`src/sv/bsdp_pkg.sv`:
```
`default_nettype none
package bsdp_pkg;

    // Reset value of the delimiter register
    localparam logic [7:0] DELIM_RESET = 8'hDE;

    // Register byte offsets
    localparam logic [2:0] ADDR_DELIMITER = 3'd0;

    // End-of-frame status codes
    typedef enum logic [1:0] {
        ST_OK     = 2'd0,
        ST_START  = 2'd1,
        ST_PARITY = 2'd2,
        ST_ESCAPE = 2'd3
    } t_status;

    // One result as it travels from the front through the queue
    typedef struct packed {
        logic       is_status;
        logic [7:0] data;
        t_status    code;
    } t_result;

    // Front to queue write request
    typedef struct packed {
        logic    valid;
        t_result res;
    } t_result_wr;

endpackage
`default_nettype wire

```
`src/sv/bsdp_front.sv`:
```
`default_nettype none
module bsdp_front (
    input  wire logic                 i_clk,
    input  wire logic                 i_rst_n,
    input  wire logic                 i_accept,
    input  wire logic [7:0]           i_in_byte,
    input  wire logic                 i_frame_last,
    input  wire logic [7:0]           i_delimiter,
    output bsdp_pkg::t_result_wr      o_wr
);

    logic               r_at_start, n_at_start;
    logic               r_esc_pend, n_esc_pend;
    logic               r_parity,   n_parity;
    bsdp_pkg::t_status  r_sticky,   n_sticky;

    logic               par_now;
    logic               is_delim;
    bsdp_pkg::t_status  eff_sticky;
    logic               eff_esc;
    bsdp_pkg::t_status  end_code;

    assign par_now  = r_parity ^ (^i_in_byte);
    assign is_delim = (i_in_byte == i_delimiter);

    // Frame state as seen by the final byte
    assign eff_sticky = r_at_start ? (is_delim ? bsdp_pkg::ST_OK : bsdp_pkg::ST_START)
                                   : r_sticky;
    assign eff_esc    = r_at_start ? 1'b0 : r_esc_pend;

    // Rank end-of-frame errors: start, parity, escape
    always_comb begin
        priority if (eff_sticky == bsdp_pkg::ST_START) begin
            end_code = bsdp_pkg::ST_START;
        end else if (par_now) begin
            end_code = bsdp_pkg::ST_PARITY;
        end else if (eff_sticky == bsdp_pkg::ST_ESCAPE || eff_esc) begin
            end_code = bsdp_pkg::ST_ESCAPE;
        end else begin
            end_code = bsdp_pkg::ST_OK;
        end
    end

    // Classify the byte and advance frame state
    always_comb begin
        n_at_start          = r_at_start;
        n_esc_pend          = r_esc_pend;
        n_parity            = r_parity;
        n_sticky            = r_sticky;
        o_wr.valid          = 1'b0;
        o_wr.res.is_status  = 1'b0;
        o_wr.res.data       = i_in_byte;
        o_wr.res.code       = bsdp_pkg::ST_OK;
        if (i_accept) begin
            priority if (i_frame_last) begin
                o_wr.valid         = 1'b1;
                o_wr.res.is_status = 1'b1;
                o_wr.res.data      = 8'd0;
                o_wr.res.code      = end_code;
                n_at_start         = 1'b1;
                n_esc_pend         = 1'b0;
                n_parity           = 1'b0;
                n_sticky           = bsdp_pkg::ST_OK;
            end else if (r_at_start) begin
                n_sticky   = eff_sticky;
                n_esc_pend = 1'b0;
                n_parity   = par_now;
                n_at_start = 1'b0;
            end else begin
                n_parity = par_now;
                if (r_sticky == bsdp_pkg::ST_OK) begin
                    if (r_esc_pend) begin
                        n_esc_pend = 1'b0;
                        if (is_delim) begin
                            o_wr.valid = 1'b1;
                        end else begin
                            n_sticky = bsdp_pkg::ST_ESCAPE;
                        end
                    end else if (is_delim) begin
                        n_esc_pend = 1'b1;
                    end else begin
                        o_wr.valid = 1'b1;
                    end
                end
            end
        end
    end

    always_ff @(posedge i_clk) begin
        if (!i_rst_n) begin
            r_at_start <= 1'b1;
            r_esc_pend <= 1'b0;
            r_parity   <= 1'b0;
            r_sticky   <= bsdp_pkg::ST_OK;
        end else begin
            r_at_start <= n_at_start;
            r_esc_pend <= n_esc_pend;
            r_parity   <= n_parity;
            r_sticky   <= n_sticky;
        end
    end

endmodule
`default_nettype wire

```
`src/sv/bsdp_queue.sv`:
```
`default_nettype none
module bsdp_queue #(
    parameter int DEPTH = 4
) (
    input  wire logic                        i_clk,
    input  wire logic                        i_rst_n,
    input  wire logic                        i_wr_en,
    input  wire bsdp_pkg::t_result           i_wr_data,
    input  wire logic                        i_rd_en,
    output logic                             o_full,
    output logic                             o_rd_valid,
    output bsdp_pkg::t_result                o_rd_data,
    output logic [$clog2(DEPTH+1)-1:0]       o_count
);

    localparam int PW = (DEPTH > 1) ? $clog2(DEPTH) : 1;
    localparam int CW = $clog2(DEPTH + 1);

    bsdp_pkg::t_result r_mem [DEPTH];
    logic [PW-1:0]     r_wr_ptr, n_wr_ptr;
    logic [PW-1:0]     r_rd_ptr, n_rd_ptr;
    logic [CW-1:0]     r_count,  n_count;
    logic              do_wr, do_rd;

    assign o_full     = (r_count == CW'(DEPTH));
    assign o_rd_valid = (r_count != '0);
    assign o_rd_data  = r_mem[r_rd_ptr];
    assign o_count    = r_count;

    assign do_wr = i_wr_en && !o_full;
    assign do_rd = i_rd_en && o_rd_valid;

    // Advance pointers with explicit wrap
    always_comb begin
        n_wr_ptr = r_wr_ptr;
        n_rd_ptr = r_rd_ptr;
        n_count  = r_count;
        if (do_wr) begin
            n_wr_ptr = (r_wr_ptr == PW'(DEPTH - 1)) ? '0 : r_wr_ptr + PW'(1);
        end
        if (do_rd) begin
            n_rd_ptr = (r_rd_ptr == PW'(DEPTH - 1)) ? '0 : r_rd_ptr + PW'(1);
        end
        if (do_wr && !do_rd) begin
            n_count = r_count + CW'(1);
        end else if (do_rd && !do_wr) begin
            n_count = r_count - CW'(1);
        end
    end

    always_ff @(posedge i_clk) begin
        if (!i_rst_n) begin
            r_wr_ptr <= '0;
            r_rd_ptr <= '0;
            r_count  <= '0;
        end else begin
            r_wr_ptr <= n_wr_ptr;
            r_rd_ptr <= n_rd_ptr;
            r_count  <= n_count;
        end
    end

    // Store entry
    always_ff @(posedge i_clk) begin
        if (do_wr) begin
            r_mem[r_wr_ptr] <= i_wr_data;
        end
    end

endmodule
`default_nettype wire

```
`src/sv/bsdp_back.sv`:
```
`default_nettype none
module bsdp_back (
    input  wire logic               i_clk,
    input  wire logic               i_rst_n,
    input  wire logic               i_q_valid,
    input  wire bsdp_pkg::t_result  i_q_data,
    output logic                    o_q_rd,
    input  wire logic               i_pop,
    output logic                    o_empty,
    output logic                    o_is_status,
    output logic [7:0]              o_out_byte,
    output logic [1:0]              o_status_code,
    output logic                    o_result_last
);

    logic              r_valid, n_valid;
    bsdp_pkg::t_result r_res;
    logic              load;

    // Refill the output register when it is free or being drained
    assign load   = i_q_valid && (!r_valid || i_pop);
    assign o_q_rd = load;

    always_comb begin
        n_valid = r_valid;
        if (load) begin
            n_valid = 1'b1;
        end else if (i_pop) begin
            n_valid = 1'b0;
        end
    end

    always_ff @(posedge i_clk) begin
        if (!i_rst_n) begin
            r_valid <= 1'b0;
        end else begin
            r_valid <= n_valid;
        end
    end

    always_ff @(posedge i_clk) begin
        if (load) begin
            r_res <= i_q_data;
        end
    end

    // Format result fields: zero the field that does not apply
    assign o_empty       = !r_valid;
    assign o_is_status   = r_res.is_status;
    assign o_out_byte    = r_res.is_status ? 8'd0 : r_res.data;
    assign o_status_code = r_res.is_status ? r_res.code : bsdp_pkg::ST_OK;
    assign o_result_last = 1'b1;

endmodule
`default_nettype wire

```
`src/sv/byte_stuffing_deframer_parity.sv`:
```
// Byte-stuffing deframer with even parity check. One raw byte is taken per
// clock (push while full is low); a frame opens with the delimiter byte and
// ends with a parity byte marked by frame_last. Doubled delimiters inside the
// frame become one payload byte. Payload bytes come out as they are destuffed,
// and each frame closes with one status transfer (bad start, parity, bad
// escape in that priority, else ok). The front classifies every byte in the
// cycle it is accepted, so the input side sustains one byte per cycle while
// full is low; results leave at one per cycle while pop is held, through a
// QUEUE_DEPTH-entry queue and an output register. A result passes through
// the queue and then the output register before it reaches the output ports,
// and full rises only when QUEUE_DEPTH + 1 results are waiting unpopped.
// The user writes the delimiter register (offset 0x0, reset 0xDE) over the APB
// port only while no frame is in progress; the block does not enforce this.
`default_nettype none
module byte_stuffing_deframer_parity #(
    parameter int QUEUE_DEPTH = 4
) (
    input  wire logic        i_clk,
    input  wire logic        i_rst_n,
    // byte input
    input  wire logic        push,
    output logic             full,
    input  wire logic [7:0]  i_in_byte,
    input  wire logic        i_frame_last,
    // result output
    output logic             empty,
    input  wire logic        pop,
    output logic             o_is_status,
    output logic [7:0]       o_out_byte,
    output logic [1:0]       o_status_code,
    output logic             o_result_last,
    // configuration
    input  wire logic        psel,
    input  wire logic        penable,
    input  wire logic        pwrite,
    input  wire logic [2:0]  paddr,
    input  wire logic [31:0] pwdata,
    output logic [31:0]      prdata,
    output logic             pready
);

    localparam int CW = $clog2(QUEUE_DEPTH + 1);

    logic                   delim_sel;
    logic [7:0]             r_delim;
    logic                   accept;
    logic                   cfg_wr;
    bsdp_pkg::t_result_wr   wr;
    logic                   q_full;
    logic                   q_valid;
    logic                   q_rd;
    bsdp_pkg::t_result      q_data;
    logic [CW-1:0]          q_count;

    // Register access
    assign pready    = 1'b1;
    assign cfg_wr    = psel && penable && pwrite && pready;
    assign delim_sel = (paddr == bsdp_pkg::ADDR_DELIMITER);
    assign prdata    = delim_sel ? {24'd0, r_delim} : 32'd0;

    always_ff @(posedge i_clk) begin
        if (!i_rst_n) begin
            r_delim <= bsdp_pkg::DELIM_RESET;
        end else if (cfg_wr && delim_sel) begin
            r_delim <= pwdata[7:0];
        end
    end

    assign full   = q_full;
    assign accept = push && !q_full;

    bsdp_front u_front (
        .i_clk        (i_clk),
        .i_rst_n      (i_rst_n),
        .i_accept     (accept),
        .i_in_byte    (i_in_byte),
        .i_frame_last (i_frame_last),
        .i_delimiter  (r_delim),
        .o_wr         (wr)
    );

    bsdp_queue #(
        .DEPTH (QUEUE_DEPTH)
    ) u_queue (
        .i_clk      (i_clk),
        .i_rst_n    (i_rst_n),
        .i_wr_en    (wr.valid),
        .i_wr_data  (wr.res),
        .i_rd_en    (q_rd),
        .o_full     (q_full),
        .o_rd_valid (q_valid),
        .o_rd_data  (q_data),
        .o_count    (q_count)
    );

    bsdp_back u_back (
        .i_clk         (i_clk),
        .i_rst_n       (i_rst_n),
        .i_q_valid     (q_valid),
        .i_q_data      (q_data),
        .o_q_rd        (q_rd),
        .i_pop         (pop),
        .o_empty       (empty),
        .o_is_status   (o_is_status),
        .o_out_byte    (o_out_byte),
        .o_status_code (o_status_code),
        .o_result_last (o_result_last)
    );

    // Every final byte closes its frame with a status entry
    a_last_gives_status: assert property (@(posedge i_clk) disable iff (!i_rst_n)
        (accept && i_frame_last) |-> (wr.valid && wr.res.is_status))
        else $error("final byte did not produce a status entry");

    // Nothing is produced without an accepted byte
    a_no_spurious: assert property (@(posedge i_clk) disable iff (!i_rst_n)
        !accept |-> !wr.valid)
        else $error("result produced without an input transfer");

    // Payload entries carry no error code
    a_payload_code: assert property (@(posedge i_clk) disable iff (!i_rst_n)
        (wr.valid && !wr.res.is_status) |-> (wr.res.code == bsdp_pkg::ST_OK))
        else $error("payload entry carries a status code");

    // Queue occupancy stays within its depth
    a_queue_bound: assert property (@(posedge i_clk) disable iff (!i_rst_n)
        q_count <= CW'(QUEUE_DEPTH))
        else $error("queue occupancy exceeds depth");

endmodule
`default_nettype wire
```
`config.mk`:
```
export PLATFORM = sky130hd
export DESIGN_NAME = byte_stuffing_deframer_parity
export DESIGN_NICKNAME = d
export VERILOG_FILES = /design/src/sv/bsdp_pkg.sv /design/src/sv/bsdp_front.sv /design/src/sv/bsdp_queue.sv /design/src/sv/bsdp_back.sv /design/src/sv/byte_stuffing_deframer_parity.sv
export SDC_FILE = /design/constraint.sdc
export NUM_CORES = 1
export LEC_CHECK = 0
export BUFFER_PORTS_ARGS = -buffer_cell sky130_fd_sc_hd__buf_2
export CAP_MARGIN = 20
export CORE_UTILIZATION = 47
export DETAILED_ROUTE_END_ITERATION = 10
export PLACE_DENSITY = 0.73
export SETUP_SLACK_MARGIN = 0.2
export SYNTH_ARGS = -nofsm -noshare
export SYNTH_HDL_FRONTEND = slang
export SYNTH_SLANG_ARGS = --single-unit
```
`constraint.sdc`:
```
create_clock -name i_clk -period 3.2 [get_ports i_clk]
set_input_delay 0.96 -clock i_clk [delete_from_list [all_inputs] [get_ports i_clk]]
set_output_delay 0.96 -clock i_clk [all_outputs]
set_load 0.02 [all_outputs]
```
[Word-level counts from Yosys, hierarchy flattened]
Memories as Yosys holds them, arrays and structs flattened. A register that Yosys moved wholly into a read port is not among the register bits.
Index checks and enable logic that the tools add are counted.
Operators by class
  add/sub/neg operators: 4
  multipliers: 0
  divide/modulo/power cells: 0
  magnitude comparators: 0
  eq/ne operators: 7
  shift operators: 0
  multiplexer cells: 36
  bitwise operators: 1
  reduce and logical (&&, ||, !) cells: 25
Operators with widths (number)
  2-bit two-way mux: 12
  1-bit two-way mux: 18
  8-bit two-way mux: 2
  12-bit two-way mux: 1
  11-bit two-way mux: 1
  1-bit logical AND: 9
  3-bit nonzero test: 3
  8-bit equality test: 1
  8-bit XOR reduction: 1
  2-bit equality test (second input constant): 3
  3-bit two-way mux: 2
  2-bit by 1-bit adder with 2-bit output (second input constant): 2
  1-bit logical NOT: 4
  4-bit AND reduction: 1
  2-bit nonzero test: 2
  3-bit by 1-bit adder with 3-bit output (second input constant): 1
  3-bit equality test (second input constant): 1
  3-bit logical NOT: 1
  3-bit by 2-bit inequality test with 1-bit output (second input constant): 1
  3-bit by 1-bit subtractor with 3-bit output (second input constant): 1
  2-bit by 1-bit equality test with 1-bit output (second input constant): 1
  2-bit logical NOT: 1
  1-bit logical OR: 2
  2-bit AND reduction: 1
  1-bit bitwise XOR: 1
Word-level totals
  flip-flop bits (word level): 21
  latch bits: 0
  RAM bits: 44
  ROM bits: 0
  bits of input ports: 51
  output and inout bits: 47
  memories kept: 1
Memories
  u_queue.r_mem: depth 4, width 11, read ports 1, clocked after Yosys merged registers in 1, wr ports 1, RTL line bsdp_queue.sv:19  | bsdp_pkg::t_result r_mem [DEPTH];

[Logic depth before layout (Yosys ltp)]
Gate-level depths: netlist (run 1).
  depth after elaboration: 15
  gate-level depth with buffers: 12
  gate-level depth less buffers: 12

[Modules after synthesis]
From an unflattened synthesis (run 1), not the netlist that was laid out.
Unflattened totals
  cells, all modules: 277
  area, all modules: 3673.5 µm²
Modules (own cells, without submodules)
  bsdp_queue: instances 1, cells each 108, area an instance 2063.2 µm²
  byte_stuffing_deframer_parity: instances 1, cells each 75, area an instance 625.6 µm²
  bsdp_front: instances 1, cells each 66, area an instance 514.2 µm²
  bsdp_back: instances 1, cells each 28, area an instance 470.5 µm²

[Worst setup path after synthesis (run 1)]
No wires, ideal clock.
  path type: input -> register
  from: input port i_in_byte[2]
  to: register u_queue.r_count[2], in the netlist u_queue.o_count[2]
  setup time: 0.076 ns
  arrival: 3.047 ns
  slack: 0.078 ns
  cell stages on the path: 12
  path buffers: 0
  path through: xnor2_1 > nand4_1 > nor2_1 > ha_1 > a31oi_1 > nor2_2 > ha_1 > inv_1 > fa_1 > xor2_1 > or3_1 > a21boi_0
Between the ends
  longest elaborated chain between the ends: 11
  elaborated cells between the ends (all ways): 14
  classes of those cells: eq/ne (1); mux (8); reduce/logical (5)
Ends and longest elaborated chain
  start, declared: RTL line byte_stuffing_deframer_parity.sv:23  | input wire logic [7:0] i_in_byte,
  8-bit equality test *: RTL line bsdp_front.sv:24  | assign is_delim = (i_in_byte == i_delimiter);
  1-bit two-way mux (on tied branches): RTL line bsdp_front.sv:79, bsdp_front.sv:74
  1-bit two-way mux *: RTL line bsdp_front.sv:72  | if (r_esc_pend) begin
  1-bit two-way mux *: RTL line bsdp_front.sv:71  | if (r_sticky == bsdp_pkg::ST_OK) begin
  1-bit two-way mux *: RTL line bsdp_front.sv:64  | end else if (r_at_start) begin
  1-bit two-way mux *: RTL line bsdp_front.sv:55  | priority if (i_frame_last) begin
  12-bit two-way mux *: RTL line bsdp_front.sv:54  | if (i_accept) begin
  1-bit logical AND *: RTL line bsdp_queue.sv:30  | assign do_wr = i_wr_en && !o_full;
  net u_queue.do_wr: RTL line bsdp_queue.sv:23  | logic do_wr, do_rd;
  1-bit logical NOT: RTL line bsdp_queue.sv:46  | end else if (do_rd && !do_wr) begin
  1-bit logical AND: RTL line bsdp_queue.sv:46
  2-bit nonzero test (no source line)
  end signal, assigned: RTL line bsdp_queue.sv:59  | r_count <= n_count;
  end, declared: RTL line bsdp_queue.sv:22  | logic [CW-1:0] r_count, n_count;
The timed path passes the listed nets; every way through them passes the cells marked *.
A chain may end at the register's enable or synchronous reset.

[Final worst setup path (run 1)]
  from: input port paddr[1]
  to: output port prdata[0]
Between the ends
  longest elaborated chain between the ends: 2
Ends and longest elaborated chain
  start, declared: RTL line byte_stuffing_deframer_parity.sv:36  | input wire logic [2:0] paddr,
  3-bit logical NOT: RTL line byte_stuffing_deframer_parity.sv:58  | assign delim_sel = (paddr == bsdp_pkg::ADDR_DELIMITER);
  8-bit two-way mux: RTL line byte_stuffing_deframer_parity.sv:59  | assign prdata = delim_sel ? {24'd0, r_delim} : 32'd0;
  end, declared: RTL line byte_stuffing_deframer_parity.sv:38  | output logic [31:0] prdata,
Every way passes these cells.

==> results of run 1 <==
==> worst paths after layout <==
path              start            endpoint  slack, ns
max reg2reg  r_delim[4]  u_queue.o_count[2]       0.80
min          r_delim[7]          r_delim[7]       0.49
min reg2reg  r_delim[7]          r_delim[7]       0.49
max            paddr[1]           prdata[0]       0.40
==> sequential cells by signal, summed over array words and instances (netlist names), 2 cells and up <==
name and flops:
u_queue.r_mem 44, u_queue.r_rd_ptr 2, u_queue.r_wr_ptr 2, u_back.r_res 10
u_front.r_sticky 2, u_queue.o_count 3, r_delim 8
==> where the power goes <==
group	switching [mW]	internal (mW)	total (mW)
clock	0.368	0.364	0.732
combinational	0.444	0.396	0.840
sequential	0.132	1.27	1.40
total	0.944	2.03	2.97
==> stage by stage <==
stage          utilization  area (um^2)  instances  hold WS, ns  setup slack, ns
6_report            0.5543         3999        426       0.4930           0.4041
3_3_place_gp        0.5269         3801        410       0.4794          0.08341
3_5_place_dp        0.5269         3801        410       0.4857          0.07370
2_1_floorplan            -         3613        290       0.4645           0.1845
5_1_grt             0.5543         3999        426       0.5102           0.2633
4_1_cts             0.5543         3999        426       0.4969           0.3885
==> logic make-up after synthesis <==
| logic type | after synthesis | synth area share |
|---|---|---|
| buf+inv | 42 | 0.07362 |
| compound gates | 20 | 0.03717 |
| other cells | 2 | 0.002145 |
| simple gates | 86 | 0.1358 |
| fa+ha+maj | 8 | 0.03074 |
| mux | 15 | 0.08220 |
| flops | 76 | 0.5918 |
| xor+xnor | 17 | 0.04646 |
==> layout make-up <==
cell class,instances,share of cell area
repair buffers,54,0.07196
flip-flops and latches,76,0.5181
clock buffers,9,0.03098
clock inverters,7,0.01846
multi-input cells,172,0.3210
inverters,9,0.008448
well taps,99,0.03098
==> layer usage <==
| layer | GRT usage | vias to the layer above | wire length [um] |
|---|---|---|---|
| met2 | 0.2636 | 65 | 2657 |
| li1 | - | 1002 | - |
| met1 | 0.1964 | 932 | 2501 |
| met3 | 0.05037 | 9 | 247 |
| met4 | 0.06452 | 0 | 82 |
| met5 | 0 | - | 0 |
==> worst max-delay path, stage by stage <==
cell,delay [ns]
buf_2,0.10
nor3_2,0.41
and2_1,0.20
buf_2,0.16
==> synth_stat cells, types with 2 or more instances <==
cell type / instances
mux4_2: 11
nand3_1: 6
conb_1: 2
buf_4: 26
dfxtp_1: 21
nor2b_1: 14
nor3_1: 2
clkbuf_1: 4
xnor2_1: 13
xor2_1: 3
o21ai_0: 4
inv_1: 9
nand2_1: 20
ha_1: 7
a21boi_0: 4
edfxtp_1: 55
nor3b_1: 2
mux2i_1: 4
nand4_1: 4
buf_2: 2
and2_1: 25
a21oi_1: 5
nor2_1: 5
==> results.toml, run 1 <==
[placed_design]
gp_routability_congestion = 0.7699
dp_hpwl_um = 3930
numPortBuffers = 47

[routing]
firstDrtPassIters = 4
wl_per_cell_um = 12.88
drt-initial-drc-count = 80
finalWirelength_um = 5489
drc = 0
num_vias = 2008
vias_per_cell = 4.714
detail-route-antenna-nets = 0

[die]
die_h_um = 88.31
io_pins = 98
die-area_um2 = 7798
coreArea_um2 = 7214
row_count = 31
start_util = 0.4853
fp.dieW_um = 88.31

[setup_path]
cp.arrival_ns = 1.84
worstPathRequired_ns = 2.24
r2r_cells = 12
cp-end-kind = "output pin"
path_class = "in -> out"
worst_setup_path_start_kind = "input port"
worstPathMaxFanout = 10

[clocking]
worstSkewPairLatency_ns = 0.36
cts_buffers = 9
cts_resized = 0
path_clk_slew_ns = 0.08
clk_path_buf_depth = 2
holdBufCountCts = 0
cts_tree = "built"
htree_levels = 3
clock-sinks = 76
cts_setup_buffers = 0
root_buffer = "clkbuf_8"

[yosys]
synth_cells = 266
synth_top_area_cell = "edfxtp_1"
syn_area_per_cell_um2 = 13.16
ys_seq_area_frac = 0.5919
synth-async-reset-ratio = 0
synth_warnings = 0
syn-cell-area_um2 = 3501
synth_edf_count = 55
yosysUniqueCellTypes = 41
ys.flop_type = "edfxtp_1"
synth.top_cell.area_share = 0.4718
synth_seq_cells = 76
ys_top_cells_by_area = "edfxtp_1 (47%), dfxtp_1 (12%), mux4_2 (7.1%)"

[sta]
tightest_slew_ns = 0.8320
maxClockFrequency_mhz = 357.7
drv_slew = 0
rsz0062_at_grt = "false"
min_period_ns = 2.796
fin_skew_ns = 0.009309
period_share = 0.8737
max_slew_margin = 0.4446
setup_viol = 0
hold_viol_final = 0
setup_tns_ns = 0

[global_routing]
grt_max_degree = 22
antenna_found_initial = 0
first_global_vias = 1849
grtUsageTotal = 0.1599
grt_pass1_wl_um = 8935
grt-ovfl-total = 0

[cells_and_area]
drive_gt1_frac = 0.2783
multi_input_area_um2 = 1284
n_antenna_cell = 0
area_delta_synth_final_pct = 14.22
final_cell_mix = "edfxtp_1 (55), buf_2 (47), conb_1 (26)"
regArea_um2 = 2072
final_nets = 381
layout_commonest_cell = "edfxtp_1"
nFillCells = 615

[power_and_ir_drop]
peakVddDrop_mv = 0.3900
leakage_nw = 1.574
total_power_mw = 2.973
powerDensity_nw_per_um2 = 743.5

[outcome]
outcome = "completed"

[run]
maxCapViolCount = 0

[hold_path]
hold_class = "reg -> reg"
whs_path_depth = 2
No activity file was read; power rests on OpenSTA's default activity.
==> run 2, diff against run 1 <==
CORE_UTILIZATION = 52   (was 47)
PLACE_DENSITY = 0.77   (was 0.73)
clock period = 2.86 ns   (was 3.2 ns; I/O delays follow)
==> run 2 against run 1 <==
Clock-buffer cell count unchanged. Critical endpoint is now u_queue.o_count[2]. Design area up 2.2%. Final cell count down 2.3%. The run now ends with design-rule violations left. Worst hold slack improved by 0.0063 ns.
==> results.toml, run 2 (synthesis gave the netlist of run 1 again) <==
[placed_design]
place_inst = 400
gp_routability_congestion = 0.8754
dp_hpwl_um = 3945
place_area_um2 = 3882
place_ws_ns = -0.1603
numPortBuffers = 47

[routing]
vias_per_cell = 4.870
drt-initial-drc-count = 79
num_vias = 2026
firstDrtPassIters = 7
wl_per_cell_um = 12.83
finalWirelength_um = 5337
detail-route-antenna-nets = 0
drc = 10

[die]
row_count = 29
fp.dieW_um = 84.05
start_util = 0.5451
io_pins = 98
die_h_um = 84.05
coreArea_um2 = 6422
die-area_um2 = 7064

[setup_path]
r2r_slack_ns = 0.50
worst_setup_path_start_kind = "input port"
worstPathRequired_ns = 3.13
path_buf_inv = 2
path_class = "in -> reg"
cp.depth = 13
path_cells = "buf_2, xnor2_2, nand4_1, nor2_2, ha_1, a31oi_1, nor2_2, ha_2, inv_2, fa_2, xor2_1, or3_1, a21boi_1"
worstPathMaxFanout = 2
slowest_delay_ns = 0.34
r2r_cells = 12
cp-end-kind = "register"
crit_family = "adder cells"
cp_slowest_cell = "fa_2"
path_common_cell = "nor2_2"
cp.arrival_ns = 2.90

[clocking]
clk_path_buf_depth = 2
cts_buffers = 9
root_buffer = "clkbuf_8"
htree_levels = 3
cts_setup_buffers = 0
worstSkewPairLatency_ns = 0.34
clock-sinks = 76
cts_tree = "built"
path_clk_slew_ns = 0.08

[sta]
setup_viol = 0
min_period_ns = 2.630
rsz0062_at_grt = "true"
drv_slew = 0
setup_tns_ns = 0
whs_ns = 0.4993
period_share = 0.9196
hold_viol_final = 0
fin_skew_ns = 0.009561
max_slew_margin = 0.4514
tightest_slew_ns = 0.8218
fin_ws_ns = 0.2299
maxClockFrequency_mhz = 380.2

[global_routing]
grt_pass1_wl_um = 8818
grt_max_degree = 22
grt-ovfl-total = 0
antenna_found_initial = 0
first_global_vias = 1917
grtUsageTotal = 0.1646

[hold_path]
whs_path_depth = 2
hold_class = "reg -> reg"

[cells_and_area]
n_antenna_cell = 0
finalNonFillerCells = 416
final_util = 0.6365
largest_reg_flops = 44
area_delta_synth_final_pct = 16.76
final_nets = 393
drive_gt1_frac = 0.3127
fin_area_um2 = 4088
layout_commonest_cell = "edfxtp_1"
top_regs = "u_queue.r_mem x44, u_back.r_res x10, r_delim x8"
largest_register = "u_queue.r_mem"
final_cell_mix = "edfxtp_1 (55), buf_2 (47), conb_1 (26)"
nFillCells = 490

[power_and_ir_drop]
peakVddDrop_mv = 0.4234
powerDensity_nw_per_um2 = 818.4
leakage_nw = 1.652
total_power_mw = 3.345

[run]
maxCapViolCount = 0

[outcome]
violations = "design-rule violations"
outcome = "complete, but fails checks"
run 2: cell types whose count changed in the layout (fill, tap and decap cells not counted), sizes merged:
cell / previous run / this run
inv: 11 / 10
clkinv: 3 / 5
buf: 54 / 66
clkinvlp: 1 / 0
run 2: worst reg2reg max path: cells and delay by family (launching register included):
family / cells / cell delay, ns
DFF: 1 / 0.41
and+or+nand+nor: 4 / 0.69
adders and majority gates: 3 / 0.68
AOI/OAI and AO/OA: 2 / 0.20
buffers and inverters: 1 / 0.04
xor gates and xnor gates: 2 / 0.28
run 2: per-layer routing:
layer	track usage	vias up	part of all wire
li1	-	1024	-
met1	0.2035	930	0.44
met2	0.2742	68	0.51
met3	0.04550	4	0.049
met4	0.06583	0	0.0075
met5	0	-	0
run 2: timing repair:
item | 4_1_cts | 5_1_grt
setup endpoints to repair | 1 | 6
pin swaps | 2 | 0
hold buffers | 0 | 0
resized for setup | 0 | 1
run 2: worst paths after layout:
kind	to	from
worst max-delay path	u_queue.o_count[2]	i_in_byte[3]
worst min-delay path	r_delim[6]	r_delim[6]
worst max register to register	u_queue.o_count[2]	r_delim[3]
worst min register to register	r_delim[6]	r_delim[6]
run 2: cell type report:
class	instances	area (um^2)	area share
Inverter	9	33.78	0.008264
Clock inverter	7	75.07	0.01837
Multi-Input combinational cell	172	1309	0.3202
Sequential cell	76	2072	0.5069
Clock buffer	9	123.9	0.03030
Timing Repair Buffer	66	377.9	0.09244
Tap cell	77	96.34	0.02357
run 2: report_power, final:
| group | switching (mW) | total (mW) | leakage (nW) | internal [mW] |
|---|---|---|---|---|
| Clock | 0.396 | 0.803 | 0.104 | 0.407 |
| Sequential | 0.152 | 1.57 | 0.683 | 1.42 |
| Combinational | 0.499 | 0.970 | 0.865 | 0.471 |
